`config.mk`:
```
export PLATFORM = sky130hd
export DESIGN_NAME = packbits_row_decoder
export DESIGN_NICKNAME = d
export VERILOG_FILES = /design/src/rtl/prd_pkg.sv /design/src/rtl/prd_front.sv /design/src/rtl/prd_queue.sv /design/src/rtl/prd_back.sv /design/src/rtl/packbits_row_decoder.sv
export SDC_FILE = /design/constraint.sdc
export NUM_CORES = 1
export LEC_CHECK = 0
export ABC_AREA = 1
export BUFFER_PORTS_ARGS = -buffer_cell sky130_fd_sc_hd__buf_4
export CORE_ASPECT_RATIO = 1.5
export CORE_UTILIZATION = 30
export CTS_CLUSTER_SIZE = 28
export DETAILED_ROUTE_END_ITERATION = 8
export HOLD_SLACK_MARGIN = 0.15
export SKIP_CTS_REPAIR_TIMING = 1
export SYNTH_ARGS = -nofsm -noshare
export SYNTH_HDL_FRONTEND = slang
export SYNTH_SLANG_ARGS = --single-unit
export TNS_END_PERCENT = 100
```
`constraint.sdc`:
```
create_clock -name clock -period 4.5 [get_ports clock]
set_input_delay 0.9 -clock clock [delete_from_list [all_inputs] [get_ports clock]]
set_output_delay 0.9 -clock clock [all_outputs]
set_load 0.05 [all_outputs]
```
`src/rtl/prd_pkg.sv`:
```
package prd_pkg;

   localparam int ROW_BYTES_W = 13;
   localparam logic [ROW_BYTES_W-1:0] MAX_ROW_BYTES = 13'd4096;
   localparam logic [ROW_BYTES_W-1:0] RESET_ROW_BYTES = 13'd64;

   // Byte codes seen by the run decoder.
   localparam logic [7:0] CONTROL_LIMIT = 8'd128;
   localparam logic [8:0] REPEAT_BASE = 9'd257;
   localparam logic [7:0] END_FILL = 8'h7F;
   localparam logic [7:0] END_RUN_COUNT = 8'd129;

   // What the decoder expects next.
   localparam logic [1:0] EK_CONTROL = 2'd0;
   localparam logic [1:0] EK_LITERAL = 2'd1;
   localparam logic [1:0] EK_REPEAT = 2'd2;

   localparam int QUEUE_DEPTH = 2;
   localparam int QUEUE_PTR_W = 1;

   // CSR map: one register, word index taken from paddr[2].
   localparam int CSR_ADDR_W = 3;
   localparam logic CSR_ROW_BYTES = 1'b0;

   typedef struct packed {
      logic       term;
      logic [7:0] data;
   } cmd_type;

   typedef struct packed {
      logic [7:0] value;
      logic [7:0] count;
      logic       done;
      logic       err;
      logic       last;
   } run_type;

endpackage

```
`src/rtl/prd_front.sv`:
```
module prd_front (
   input  logic              clock,
   input  logic              reset,
   input  logic              req_valid,
   output logic              req_ready,
   input  logic [7:0]        char_in,
   input  logic              terminator,
   input  logic              queue_full,
   output logic              push,
   output prd_pkg::cmd_type  push_cmd
);

   logic       second_half_ff, second_half_in;
   logic [3:0] low_nibble_ff, low_nibble_in;
   logic       accept;

   assign req_ready = !queue_full;
   assign accept = req_valid && req_ready;

   always_comb begin
      second_half_in = second_half_ff;
      low_nibble_in = low_nibble_ff;
      push = 1'b0;
      push_cmd.term = terminator;
      push_cmd.data = {char_in[3:0], low_nibble_ff};
      if (accept) begin
         if (terminator) begin
            // A pending low nibble is dropped at the end of data.
            push = 1'b1;
            second_half_in = 1'b0;
            low_nibble_in = 4'd0;
         end else if (!second_half_ff) begin
            low_nibble_in = char_in[3:0];
            second_half_in = 1'b1;
         end else begin
            push = 1'b1;
            second_half_in = 1'b0;
            low_nibble_in = 4'd0;
         end
      end
   end

   always_ff @(posedge clock) begin
      if (reset) begin
         second_half_ff <= 1'b0;
         low_nibble_ff <= 4'd0;
      end else begin
         second_half_ff <= second_half_in;
         low_nibble_ff <= low_nibble_in;
      end
   end

endmodule

```
`src/rtl/prd_queue.sv`:
```
module prd_queue (
   input  logic              clock,
   input  logic              reset,
   input  logic              push,
   input  prd_pkg::cmd_type  push_cmd,
   output logic              full,
   input  logic              pop,
   output logic              pop_valid,
   output prd_pkg::cmd_type  pop_cmd
);

   prd_pkg::cmd_type                 entry_ff [prd_pkg::QUEUE_DEPTH];
   logic [prd_pkg::QUEUE_PTR_W-1:0]  wr_ptr_ff, wr_ptr_in;
   logic [prd_pkg::QUEUE_PTR_W-1:0]  rd_ptr_ff, rd_ptr_in;
   logic [prd_pkg::QUEUE_PTR_W:0]    count_ff, count_in;
   logic                             do_push, do_pop;

   assign full = (count_ff == (prd_pkg::QUEUE_PTR_W+1)'(prd_pkg::QUEUE_DEPTH));
   assign pop_valid = (count_ff != '0);
   assign pop_cmd = entry_ff[rd_ptr_ff];
   assign do_push = push && !full;
   assign do_pop = pop && pop_valid;

   always_comb begin
      wr_ptr_in = do_push ? wr_ptr_ff + 1'b1 : wr_ptr_ff;
      rd_ptr_in = do_pop ? rd_ptr_ff + 1'b1 : rd_ptr_ff;
      count_in = count_ff;
      if (do_push && !do_pop) begin
         count_in = count_ff + 1'b1;
      end else if (do_pop && !do_push) begin
         count_in = count_ff - 1'b1;
      end
   end

   always_ff @(posedge clock) begin
      if (reset) begin
         wr_ptr_ff <= '0;
         rd_ptr_ff <= '0;
         count_ff <= '0;
      end else begin
         wr_ptr_ff <= wr_ptr_in;
         rd_ptr_ff <= rd_ptr_in;
         count_ff <= count_in;
      end
   end

   always_ff @(posedge clock) begin
      if (do_push) begin
         entry_ff[wr_ptr_ff] <= push_cmd;
      end
   end

endmodule

```
`src/rtl/prd_back.sv`:
```
module prd_back (
   input  logic                             clock,
   input  logic                             reset,
   input  logic [prd_pkg::ROW_BYTES_W-1:0]  row_bytes,
   input  logic                             cmd_valid,
   input  prd_pkg::cmd_type                 cmd,
   output logic                             cmd_pop,
   output logic                             rsp_valid,
   input  logic                             rsp_ready,
   output prd_pkg::run_type                 rsp_run
);

   logic [1:0]                       expect_kind_ff, expect_kind_in;
   logic [7:0]                       run_left_ff, run_left_in;
   logic [prd_pkg::ROW_BYTES_W-1:0]  bytes_filled_ff, bytes_filled_in;
   logic                             rsp_valid_ff, rsp_valid_in;
   prd_pkg::run_type                 rsp_run_ff, rsp_run_in;

   logic [prd_pkg::ROW_BYTES_W-1:0]  row_len, remaining, fill_sum, ctrl_need;
   logic                             out_free, step, pending_run;
   logic                             emit, ctrl_error, over, done, row_end;
   logic [7:0]                       run_value, run_count, inv_byte;
   logic [1:0]                       kind_keep;
   logic [7:0]                       left_keep, left_dec;
   logic [8:0]                       repeat_count;

   assign out_free = !rsp_valid_ff || rsp_ready;
   assign step = cmd_valid && out_free;

   assign row_len = (row_bytes > prd_pkg::MAX_ROW_BYTES) ? prd_pkg::MAX_ROW_BYTES : row_bytes;
   assign remaining = (bytes_filled_ff < row_len) ? row_len - bytes_filled_ff : '0;
   assign inv_byte = ~cmd.data;
   assign pending_run = (expect_kind_ff == prd_pkg::EK_LITERAL
                         || expect_kind_ff == prd_pkg::EK_REPEAT) && run_left_ff != 8'd0;
   assign left_dec = (run_left_ff != 8'd0) ? run_left_ff - 8'd1 : 8'd0;
   assign repeat_count = prd_pkg::REPEAT_BASE - {1'b0, cmd.data};
   assign ctrl_need = prd_pkg::ROW_BYTES_W'(cmd.data) + 1'b1;

   // Classify the head command: does it make a run, and with what value and count.
   always_comb begin
      emit = 1'b0;
      ctrl_error = 1'b0;
      run_value = inv_byte;
      run_count = 8'd1;
      kind_keep = expect_kind_ff;
      left_keep = run_left_ff;
      if (cmd.term) begin
         // At the end of data every missing byte reads as the end code.
         emit = 1'b1;
         run_value = prd_pkg::END_FILL;
         run_count = pending_run ? run_left_ff : prd_pkg::END_RUN_COUNT;
         kind_keep = prd_pkg::EK_CONTROL;
         left_keep = 8'd0;
      end else begin
         unique case (expect_kind_ff)
            prd_pkg::EK_LITERAL: begin
               emit = 1'b1;
               left_keep = left_dec;
               kind_keep = (left_dec == 8'd0) ? prd_pkg::EK_CONTROL : prd_pkg::EK_LITERAL;
            end
            prd_pkg::EK_REPEAT: begin
               emit = 1'b1;
               run_count = run_left_ff;
               kind_keep = prd_pkg::EK_CONTROL;
               left_keep = 8'd0;
            end
            default: begin
               if (cmd.data < prd_pkg::CONTROL_LIMIT) begin
                  if (ctrl_need > remaining) begin
                     ctrl_error = 1'b1;
                  end else begin
                     kind_keep = prd_pkg::EK_LITERAL;
                     left_keep = cmd.data + 8'd1;
                  end
               end else begin
                  kind_keep = prd_pkg::EK_REPEAT;
                  left_keep = repeat_count[7:0];
               end
            end
         endcase
      end
   end

   assign fill_sum = bytes_filled_ff + prd_pkg::ROW_BYTES_W'(run_count);
   assign over = prd_pkg::ROW_BYTES_W'(run_count) > remaining;
   assign done = !over && (fill_sum == row_len);
   assign row_end = ctrl_error || (emit && (over || done));

   // A terminator stays at the head until its row has ended, one run per cycle while the result register is free.
   assign cmd_pop = step && (!cmd.term || row_end);

   always_comb begin
      expect_kind_in = expect_kind_ff;
      run_left_in = run_left_ff;
      bytes_filled_in = bytes_filled_ff;
      rsp_run_in = rsp_run_ff;
      rsp_valid_in = rsp_ready ? 1'b0 : rsp_valid_ff;
      if (step) begin
         if (row_end) begin
            expect_kind_in = prd_pkg::EK_CONTROL;
            run_left_in = 8'd0;
            bytes_filled_in = '0;
         end else begin
            expect_kind_in = kind_keep;
            run_left_in = left_keep;
            if (emit) begin
               bytes_filled_in = fill_sum;
            end
         end
         if (emit || ctrl_error) begin
            rsp_valid_in = 1'b1;
            rsp_run_in.err = ctrl_error || over;
            rsp_run_in.done = done && !ctrl_error;
            rsp_run_in.value = (ctrl_error || over) ? 8'd0 : run_value;
            rsp_run_in.count = (ctrl_error || over) ? 8'd0 : run_count;
            rsp_run_in.last = !cmd.term || row_end;
         end
      end
   end

   always_ff @(posedge clock) begin
      if (reset) begin
         expect_kind_ff <= prd_pkg::EK_CONTROL;
         run_left_ff <= 8'd0;
         bytes_filled_ff <= '0;
         rsp_valid_ff <= 1'b0;
      end else begin
         expect_kind_ff <= expect_kind_in;
         run_left_ff <= run_left_in;
         bytes_filled_ff <= bytes_filled_in;
         rsp_valid_ff <= rsp_valid_in;
      end
   end

   always_ff @(posedge clock) begin
      rsp_run_ff <= rsp_run_in;
   end

   assign rsp_valid = rsp_valid_ff;
   assign rsp_run = rsp_run_ff;

   assert property (@(posedge clock) disable iff (reset)
      bytes_filled_ff <= prd_pkg::MAX_ROW_BYTES)
      else $error("row fill count beyond the largest row");

   assert property (@(posedge clock) disable iff (reset)
      expect_kind_ff == prd_pkg::EK_LITERAL |-> run_left_ff != 8'd0)
      else $error("literal run pending with no bytes left");

   assert property (@(posedge clock) disable iff (reset)
      step && row_end |=> bytes_filled_ff == '0 && expect_kind_ff == prd_pkg::EK_CONTROL)
      else $error("row did not restart after it ended");

   assert property (@(posedge clock) disable iff (reset)
      rsp_valid_ff |-> !(rsp_run_ff.done && rsp_run_ff.err))
      else $error("run flagged both complete and in error");

   assert property (@(posedge clock) disable iff (reset)
      cmd_pop && cmd.term |=> rsp_valid_ff && rsp_run_ff.last)
      else $error("terminator retired without a final run");

endmodule

```
`src/rtl/packbits_row_decoder.sv`:
```
// Channel   Direction  Handshake               Payload
// req_      in         req_tvalid/req_tready   tdata char_in, tuser terminator
// rsp_      out        rsp_tvalid/rsp_tready   tdata value/count, tuser flags, tlast
// csr_      in         APB write/read          row_bytes at address 0
//
// The front takes a character whenever the queue is not full; the run decoder takes
// a byte whenever its result register is free. A terminator stays at the head while
// it produces its runs, up to 33 for a 4096-byte row. Two-entry queue between front
// and decoder; the decoder holds while a run waits. Synchronous active-high reset, row_bytes 64.
module packbits_row_decoder (
   input  logic                             clock,
   input  logic                             reset,
   input  logic                             req_tvalid,
   output logic                             req_tready,
   input  logic [7:0]                       req_tdata,   // char_in[7:0]
   input  logic [0:0]                       req_tuser,   // terminator
   output logic                             rsp_tvalid,
   input  logic                             rsp_tready,
   output logic [15:0]                      rsp_tdata,   // run_value[7:0], run_count[15:8]
   output logic [1:0]                       rsp_tuser,   // row_done, format_error
   output logic                             rsp_tlast,
   input  logic                             csr_psel,
   input  logic                             csr_penable,
   input  logic                             csr_pwrite,
   input  logic [prd_pkg::CSR_ADDR_W-1:0]   csr_paddr,
   input  logic [31:0]                      csr_pwdata,
   output logic [31:0]                      csr_prdata,
   output logic                             csr_pready
);

   logic [prd_pkg::ROW_BYTES_W-1:0]  row_bytes_ff, row_bytes_in;
   logic                             csr_write;
   logic                             push, queue_full, cmd_valid, cmd_pop;
   prd_pkg::cmd_type                 push_cmd, cmd;
   prd_pkg::run_type                 rsp_run;

   assign csr_pready = 1'b1;
   assign csr_write = csr_psel && csr_penable && csr_pwrite && csr_pready
                      && (csr_paddr[2] == prd_pkg::CSR_ROW_BYTES);
   assign row_bytes_in = csr_write ? csr_pwdata[prd_pkg::ROW_BYTES_W-1:0] : row_bytes_ff;
   assign csr_prdata = (csr_paddr[2] == prd_pkg::CSR_ROW_BYTES)
                       ? {{(32-prd_pkg::ROW_BYTES_W){1'b0}}, row_bytes_ff} : 32'd0;

   always_ff @(posedge clock) begin
      if (reset) begin
         row_bytes_ff <= prd_pkg::RESET_ROW_BYTES;
      end else begin
         row_bytes_ff <= row_bytes_in;
      end
   end

   prd_front u_front (
      .clock      (clock),
      .reset      (reset),
      .req_valid  (req_tvalid),
      .req_ready  (req_tready),
      .char_in    (req_tdata),
      .terminator (req_tuser[0]),
      .queue_full (queue_full),
      .push       (push),
      .push_cmd   (push_cmd)
   );

   prd_queue u_queue (
      .clock     (clock),
      .reset     (reset),
      .push      (push),
      .push_cmd  (push_cmd),
      .full      (queue_full),
      .pop       (cmd_pop),
      .pop_valid (cmd_valid),
      .pop_cmd   (cmd)
   );

   prd_back u_back (
      .clock     (clock),
      .reset     (reset),
      .row_bytes (row_bytes_ff),
      .cmd_valid (cmd_valid),
      .cmd       (cmd),
      .cmd_pop   (cmd_pop),
      .rsp_valid (rsp_tvalid),
      .rsp_ready (rsp_tready),
      .rsp_run   (rsp_run)
   );

   assign rsp_tdata = {rsp_run.count, rsp_run.value};
   assign rsp_tuser = {rsp_run.err, rsp_run.done};
   assign rsp_tlast = rsp_run.last;

endmodule
```
### After elaboration in Yosys (flattened, before gate mapping)

Memories as Yosys holds them, arrays and structs flattened. A register that Yosys moved wholly into a read port is not among the register bits.
Index checks and enable logic that the tools add are counted.

* output and inout port bits: 54
* input port bits: 51
* memories kept: 1
* flip-flop bits (word level): 65
* bits in writable memories: 18

Memory list
* u_queue.entry_ff: depth 2, width 9, rd ports 1, clocked after Yosys merged registers in 1, wr ports 1, RTL line prd_queue.sv:12 `prd_pkg::cmd_type entry_ff [prd_pkg::QUEUE_DEPTH];`

* muxes and demuxes: 43
* add/subtract/negate cells: 10
* bitwise operators: 2
* $lt $le $gt $ge: 5
* reduce and logical (&&, ||, !) cells: 38
* equal/unequal tests: 5

Operator list (count)
* two-way mux 13 bit: 5
* two-way mux 8 bit: 8
* two-way mux 1 bit: 19
* case mux 8 bit (2 select lines): 1
* logical AND 1 bit: 14
* adder 13 x 8 -> 13 bit: 1
* equality test 13 bit: 1
* greater-than comparator 13 bit: 1
* greater-than comparator 13 bit, second input constant: 1
* greater-than comparator 8 x 13 -> 1 bit: 1
* less-than comparator 13 bit: 1
* subtractor 13 bit: 1
* two-way mux 2 bit: 6
* adder 8 x 1 -> 9 bit, second input constant: 1
* adder 8 x 1 -> 8 bit, second input constant: 1
* zero test 8 bit: 1
* less-than comparator 8 bit, second input constant: 1
* two-way mux 4 bit: 2
* inverter 8 bit: 1
* nonzero test 8 bit: 1
* subtractor 1 x 8 -> 8 bit, first input constant: 1
* subtractor 8 x 1 -> 8 bit, second input constant: 1
* zero test 1 bit: 7
* logical OR 1 bit: 7
* other kinds (12): 19

### Logic depth before layout (Yosys ltp)

Gate-level depths: netlist of run 1.

* word-level depth: 17
* depth in mapped cells: 37
* gate-level depth less buffers: 37

### By module

Synthesis of run 1 repeated with hierarchy kept, for this count alone.

* cells, all modules: 916
* area, all modules: 6487.5 sq um

Modules (own cells, without submodules)
* prd_back: instances 1, cells each 684, area each 4505.6 sq um, sequential area each 1051.0 sq um
* prd_queue: instances 1, cells each 65, area each 895.9 sq um, sequential area each 640.6 sq um
* packbits_row_decoder: instances 1, cells each 137, area each 842.1 sq um, sequential area each 260.2 sq um
* prd_front: instances 1, cells each 30, area each 244.0 sq um, sequential area each 100.1 sq um

### Worst setup path before layout of run 1

OpenSTA, ideal clock, no wires.

* kind: register to register
* start: register row_bytes_ff[6] (netlist name)
* end: register u_queue.count_ff[1] (netlist name)
* slack: 0.112 ns
* arrival: 4.266 ns
* cell stages (with the launch flop): 38
* cell sequence: dfxtp_1 -> nor2_1 -> nand2_1 -> nor2_1 -> nand2_1 -> nand2_4 -> inv_1 -> nor2_1 -> ha_1 -> nand3_1 -> and2_1 -> inv_1 -> nand4_1 -> nand2_1 -> nand3_1 -> nand3_2 -> nand2_4 -> inv_4 -> [... 2 more ...] -> nand2_1 -> o21ai_0 -> a21oi_1 -> nor2_1 -> o21ai_0 -> nand2_1 -> nand2_1 -> a21boi_0 -> inv_1 -> nand2_1 -> nand3_2 -> nand3_1 -> nand2_1 -> ha_1 -> a21oi_1 -> o21ai_0 -> o21ai_0 -> a21oi_1

* longest elaborated chain between the ends: 16
* elaborated cells on any way between the ends: 25
* classes of those cells: add/sub: 1; order compare: 4; eq/ne: 1; mux: 7; reduce/logical: 12

RTL lines
* start: declaration: RTL line packbits_row_decoder.sv:31 `logic [prd_pkg::ROW_BYTES_W-1:0] row_bytes_ff, row_bytes_in;`
* start signal: assignment: RTL line packbits_row_decoder.sv:46 `row_bytes_ff <= prd_pkg::RESET_ROW_BYTES;`
* start signal: assignment: RTL line packbits_row_decoder.sv:48 `row_bytes_ff <= row_bytes_in;`
* greater-than comparator 13 bit: RTL line prd_back.sv:30 `assign row_len = (row_bytes > prd_pkg::MAX_ROW_BYTES) ? prd_pkg::MAX_ROW_BYTES : row_bytes;`
* two-way mux 13 bit *: RTL line prd_back.sv:30
* subtractor 13 bit / less-than comparator 13 bit (equally long branches): RTL line prd_back.sv:31 `assign remaining = (bytes_filled_ff < row_len) ? row_len - bytes_filled_ff : '0;`
* two-way mux 13 bit: RTL line prd_back.sv:31
* greater-than comparator 13 bit / greater-than comparator 8 x 13 -> 1 bit (equally long branches): RTL line prd_back.sv:69, prd_back.sv:85
* two-way mux 1 bit / zero test 1 bit (equally long branches): RTL line prd_back.sv:69, prd_back.sv:86
* two-way mux 1 bit / logical AND 1 bit (equally long branches): RTL line prd_back.sv:68, prd_back.sv:86
* two-way mux 1 bit / logical OR 1 bit (equally long branches): RTL line prd_back.sv:55, prd_back.sv:87
* two-way mux 1 bit / logical AND 1 bit (equally long branches): RTL line prd_back.sv:47, prd_back.sv:87
* logical OR 1 bit *: RTL line prd_back.sv:87 `assign row_end = ctrl_error || (emit && (over || done));`
* logical OR 1 bit *: RTL line prd_back.sv:90 `assign cmd_pop = step && (!cmd.term || row_end);`
* logical AND 1 bit *: RTL line prd_back.sv:90
* logical AND 1 bit *: RTL line prd_queue.sv:22 `assign do_pop = pop && pop_valid;`
* zero test 1 bit: RTL line prd_queue.sv:28 `if (do_push && !do_pop) begin`
* logical AND 1 bit: RTL line prd_queue.sv:28
* two-way mux 2 bit / nonzero test 2 bit (equally long branches)
* end signal: assignment: RTL line prd_queue.sv:43 `count_ff <= count_in;`
* end: declaration: RTL line prd_queue.sv:15 `logic [prd_pkg::QUEUE_PTR_W:0] count_ff, count_in;`

Every way passes the cells marked *; elsewhere a longest branch is shown, timed or not.
A chain may end at the register's enable or synchronous reset.

### Final worst setup path of run 1

* start: register row_bytes_ff[2] (netlist name)
* end: register u_queue.count_ff[1] (netlist name)

Same word-level chain as after synthesis.

==> impl_metrics.json, run 1 <==
{
  "area_delta_synth_final_pct": 29.2,
  "dieArea_sq_um": 20600,
  "crit_path_end_kind": "register",
  "fin_skew_ns": 0.0114,
  "h-tree-depth": 3,
  "min_path_type": "reg -> reg",
  "fin_nets": 1062,
  "rsz0062_at_grt": "yes",
  "synth.avg_cell_area_sq_um": 7.21,
  "crit_required_ns": 4.74,
  "clock-sinks": 84,
  "vias_per_cell": 4.60,
  "grt_pass1_wl_mm": 25.1,
  "period_needed_ns": 4.25,
  "synth_top_area_share_pct": 18.5,
  "setup_ws_ns": 0.249,
  "rows": 63,
  "ys.flop_type": "dfxtp_1",
  "vias": 5657,
  "clk_path_buf_depth": 2,
  "critical_path_peak_fanout": 7,
  "track_usage_pct": 15.4,
  "finalWirelength_mm": 15.7,
  "powerDensity_nw_per_um2": 851,
  "fin_crit_sh_pct": 94.5,
  "ys_seq_area_share_pct": 34.1,
  "crit_arrival_ns": 4.49,
  "fmax_mhz": 235,
  "port_buffers": 59,
  "cp_slowest_cell": "dfxtp_1",
  "slew_headroom_pct": 36.4,
  "worst_slew_pin_slew_ns": 0.953,
  "die_w_um": 118,
  "async_flop_share_pct": 0,
  "drv_cap": 0,
  "drtIter0Drc": 197,
  "critical_path_class": "reg -> reg",
  "synthTopCellsByArea": "edfxtp_1 18%, dfxtp_1 16%, nand2_1 11%, ha_1 8.9%, inv_1 7.4%",
  "clk_latency_ns": 0.35,
  "status": "complete, no violations",
  "slew_violations": 0,
  "drive_gt1_share_pct": 23.7,
  "fin_util_pct": 39.4,
  "grt_max_degree": 32,
  "setup_viol": 0,
  "ys_top_cells_by_count": "171 x nand2_1, 118 x inv_1, 91 x nor2_1, 87 x a21oi_1, 47 x dfxtp_1",
  "cpPeakStageDelay_ns": 0.31,
  "cellLeakagePower_nw": 3.66,
  "synth_warnings": 0,
  "netlist_area_sq_um": 6010,
  "placed_cell_area_sq_um": 7170,
  "ant_nets": 0,
  "design_area_sq_um": 7770,
  "synth_cells": 834,
  "clk_pin_slew_worst_paths_ns": 0.07,
  "ys_types": 45,
  "crit_top_cell": "nor2_1",
  "drc": 0,
  "diodes": 0,
  "ioPinCount": 105,
  "cts_buffers": 9,
  "antenna_found_initial": 0,
  "grt_pass1_vias": 5391,
  "yosys.area.top_type": "edfxtp_1",
  "die_y_um": 175,
  "ys_ff_latch": 84,
  "drtPass1Iterations": 4,
  "ir_drop_uv": 370,
  "synth.most_common_cell": "nand2_1",
  "hold_viol": 0,
  "gr-total-overflow": 0,
  "synth_edf_count": 37,
  "wire_per_inst_um": 12.8,
  "tns_ns": 0,
  "start_util_pct": 30.5,
  "gp_congestion": 0.919,
  "start_kind": "register",
  "cts_tree": "built",
  "core_area_sq_um": 19700,
  "cts_root_buffer": "clkbuf_16",
  "hpwlAfterDp_mm": 12.6,
  "post-place-ws_ns": -0.189,
  "timing.hold.ws_ns": 0.453
}
## kinds of logic after synthesis
kind of cell,Yosys count,synth area share [%]
flops,84,34.1
compound gates,152,13.6
xor+xnor,30,4.37
simple gates,362,26.4
buf+inv,159,11.8
fa+ha+maj,45,9.61
other cells,2,0.125
## cell usage in the layout (no fill, tap or decap), types with 4 or more instances in the layout
cell         n
nand4_1      9
nand2_2      9
nand3_1     34
nor2_1      84
nor2_4       6
dfxtp_1     46
buf_4      137
nor3_1      14
ha_4         6
xnor2_1      6
o21bai_1     4
clkbuf_16    9
nand2_4      4
o21ai_1      7
nand3_2      7
nor4_1       4
inv_2        4
inv_1      115
xor2_1      23
a21oi_2      4
o21ai_0     35
conb_1      20
a21oi_1     82
a211oi_1     5
ha_1        37
nand2_1    165
edfxtp_1    37
or2_2       15
## flip-flops by register name, indices dropped and copies added (netlist names), named ones only
name / flops
u_back.rsp_run: 19
u_queue.entry_ff: 18
row_bytes_ff: 13
u_back.bytes_filled_ff: 13
u_back.run_left_ff: 8
u_front.low_nibble_ff: 4
u_back.expect_kind_ff: 2
u_queue.count_ff: 2
u_back.rsp_valid: 1
u_front.second_half_ff: 1
u_queue.rd_ptr_ff: 1
u_queue.wr_ptr_ff: 1
## critical path, delay by kind of cell, from the launching register on
kind,cells,cell delay (ns)
AO/OA/AOI/OAI,10,1.08
adder cells (fa/ha/maj),3,0.66
buffers and inverters,5,0.43
flip-flops,1,0.31
AND/OR/NAND/NOR,18,1.67
## cell type report
| cell class | instances | area (sq um) |
|---|---|---|
| fillers | 2070 | 11900 |
| multi-input cells | 609 | 3550 |
| flip-flops and latches | 84 | 2050 |
| repair buffers | 140 | 1070 |
| inverters | 122 | 465 |
| well taps | 260 | 325 |
| clock buffers | 9 | 225 |
| clock inverters | 7 | 76.3 |
## layer usage
layer,vias to the layer above,routed length [um],GRT usage (%)
met5,-,0,0
met4,0,389,7.43
met3,25,480,2.08
met2,103,8550,29.9
met1,2580,6290,16.1
li1,2949,-,-
## power breakdown
group | internal [W] | switching, W
Combinational | 0.00180 | 0.00285
Clock | 0.000395 | 0.000354
Sequential | 0.00110 | 0.0000997
Total | 0.00330 | 0.00331
## worst paths after layout
kind | from | endpoint | slack, ns | cells past startpoint
setup / recovery | row_bytes_ff[2] | u_queue.count_ff[1] | 0.25 | 36
hold / removal | u_front.low_nibble_ff[3] | u_queue.entry_ff[1][3] | 0.45 | 0
setup reg to reg | row_bytes_ff[2] | u_queue.count_ff[1] | 0.25 | 36
hold reg to reg | u_front.low_nibble_ff[3] | u_queue.entry_ff[1][3] | 0.45 | 0
## metrics by stage
stage	power (W)	std cells
2_1_floorplan	0.00420	852
3_3_place_gp	0.00554	1208
3_5_place_dp	0.00559	1208
4_1_cts	0.00636	1224
5_1_grt	0.00723	1231
6_report	0.00661	1231
Power figures use the tool's default switching activity.
==> run 2, diff against run 1 <==
SYNTH_HIERARCHICAL = 1   (was default)
==> run 2 against run 1 <==
Final cell count up 7.9%. Register-to-register slack worse by 0.11 ns. Clock power fell by 2%. Non-clock buffer count grew 14. Hold slack better by 0.0076 ns. Critical path depth fell by 5. Combinational power is 27% lower. Global-route usage is 0.79 points higher. Clock skew is essentially flat. Critical path type unchanged. Sequential power down 6%. Area after synthesis rose by 7.9%.
==> impl_metrics.json, run 2 <==
{
  "grt_pass1_wl_mm": 28.3,
  "hpwlAfterDp_mm": 13.8,
  "vias_per_cell": 4.61,
  "critical_path_class": "reg -> reg",
  "clk_latency_ns": 0.35,
  "synth.avg_cell_area_sq_um": 7.08,
  "clk_pin_slew_worst_paths_ns": 0.07,
  "ys_types": 46,
  "cp_slowest_cell": "dfxtp_2",
  "placed_cell_area_sq_um": 7730,
  "diodes": 0,
  "period_needed_ns": 4.36,
  "crit_path_end_kind": "register",
  "ir_drop_uv": 264,
  "powerDensity_nw_per_um2": 626,
  "grt_max_degree": 33,
  "critical_path_peak_fanout": 14,
  "design_area_sq_um": 8400,
  "drtPass1Iterations": 4,
  "grt_pass1_vias": 6064,
  "fin_skew_ns": 0.0116,
  "setup_ws_ns": 0.136,
  "drv_cap": 0,
  "fin_util_pct": 39.7,
  "rows": 65,
  "die_w_um": 122,
  "total_power_w": 0.00526,
  "async_flop_share_pct": 0,
  "timing.hold.ws_ns": 0.461,
  "crit_required_ns": 4.59,
  "drive_gt1_share_pct": 26.3,
  "gp_congestion": 0.872,
  "ys_ff_latch": 84,
  "largest_reg_flops": 19,
  "regArea_sq_um": 2060,
  "finalWirelength_mm": 17.6,
  "multi_input_area_sq_um": 3960,
  "fin_crit_sh_pct": 97.0,
  "final_cell_mix": "182 x nand2_1, 151 x buf_4, 135 x inv_1, 98 x nor2_1, 71 x nand3_1",
  "ys.flop_type": "dfxtp_1",
  "drtIter0Drc": 183,
  "ant_nets": 0,
  "antenna_found_initial": 0,
  "hold_viol": 0,
  "ys_top_cells_by_count": "193 x nand2_1, 139 x inv_1, 104 x nor2_1, 73 x nand3_1, 63 x a21oi_1",
  "cts_buffers": 9,
  "start_util_pct": 30.7,
  "start_kind": "register",
  "area_delta_synth_final_pct": 29.5,
  "fmax_mhz": 229,
  "die_y_um": 182,
  "crit_top_cell": "nand2_1",
  "port_buffers": 59,
  "h-tree-depth": 3,
  "post-place-ws_ns": -0.209,
  "clock-sinks": 84,
  "cellLeakagePower_nw": 4.00,
  "clk_path_buf_depth": 2,
  "fin_nets": 1151,
  "synth_warnings": 6,
  "track_usage_pct": 16.2,
  "vias": 6126,
  "cts_root_buffer": "clkbuf_16",
  "core_area_sq_um": 21100,
  "min_path_type": "reg -> reg",
  "yosys.area.top_type": "edfxtp_1",
  "slew_violations": 0,
  "worst_slew_pin_slew_ns": 0.818,
  "synth_top_area_share_pct": 17.1,
  "nFillCells": 2218,
  "synth_edf_count": 37,
  "synthTopCellsByArea": "edfxtp_1 17%, dfxtp_1 15%, nand2_1 11%, ha_1 8.3%, inv_1 8.0%",
  "layout_commonest_cell": "nand2_1",
  "netlist_area_sq_um": 6490,
  "cts_tree": "built",
  "ys_seq_area_share_pct": 31.6,
  "crit_arrival_ns": 4.45,
  "cpPeakStageDelay_ns": 0.32,
  "ioPinCount": 105,
  "setup_viol": 0,
  "gr-total-overflow": 0,
  "dieArea_sq_um": 22200,
  "rsz0062_at_grt": "yes",
  "slew_headroom_pct": 45.2,
  "status": "complete, no violations",
  "synth.most_common_cell": "nand2_1",
  "wire_per_inst_um": 13.2,
  "synth_cells": 916,
  "drc": 0
}
[run 2: critical path: cells and delay by family (launching register included)]
family / cells / cell delay, ns
AOI/OAI and AO/OA: 6 / 0.93
adders and majority gates: 2 / 0.48
buffers and inverters: 5 / 0.63
DFF: 1 / 0.32
and+or+nand+nor: 18 / 1.71
[run 2: report_power, final]
group | internal (W) | total, W | switching, W
Clock | 0.000413 | 0.000734 | 0.000321
Sequential | 0.00105 | 0.00113 | 0.0000805
Combinational | 0.00124 | 0.00340 | 0.00215
Total | 0.00271 | 0.00526 | 0.00255
[run 2: cell families after synthesis]
family	Yosys count	share of synthesized area, %
AOI/OAI and AO/OA	116	9.76
xor gates and xnor gates	27	3.65
adders and majority gates	45	8.91
buffers and inverters	194	13.5
DFF	84	31.6
muxes	9	1.56
other	2	0.116
and+or+nand+nor	439	30.9
[run 2: layout make-up]
| cell class | instances | share of cell area [%] |
|---|---|---|
| Clock buffer | 11 | 3.02 |
| Sequential cell | 84 | 24.5 |
| Timing Repair Buffer | 154 | 14.1 |
| Multi-Input combinational cell | 656 | 47.1 |
| Clock inverter | 5 | 0.492 |
| Inverter | 150 | 6.76 |
| Tap cell | 268 | 3.99 |
[run 2: path summary, 6_finish.rpt]
kind | from | end | slack, ns | cells past startpoint
worst min register to register | u_front/low_nibble_ff[3] | u_queue/entry_ff[1][3] | 0.46 | 0
worst min-delay path | u_front/low_nibble_ff[3] | u_queue/entry_ff[1][3] | 0.46 | 0
worst max register to register | row_bytes_ff[3] | u_back/rsp_run[0] | 0.14 | 31
worst max-delay path | row_bytes_ff[3] | u_back/rsp_run[0] | 0.14 | 31
[run 2: per-stage QoR]
step	std cells	setup TNS, ns
2_1_floorplan	934	0
5_1_grt	1328	-2.37
6_report	1328	0
3_5_place_dp	1307	-0.441
3_3_place_gp	1307	-0.320
4_1_cts	1323	-0.500
[run 2: per-layer routing]
| layer | track usage (%) | up-vias | part of all wire, % |
|---|---|---|---|
| met5 | 0 | - | 0 |
| met4 | 9.32 | 0 | 4.6 |
| met3 | 1.94 | 46 | 2.4 |
| met2 | 30.8 | 129 | 54 |
| met1 | 16.5 | 2761 | 39 |
| li1 | - | 3190 | - |
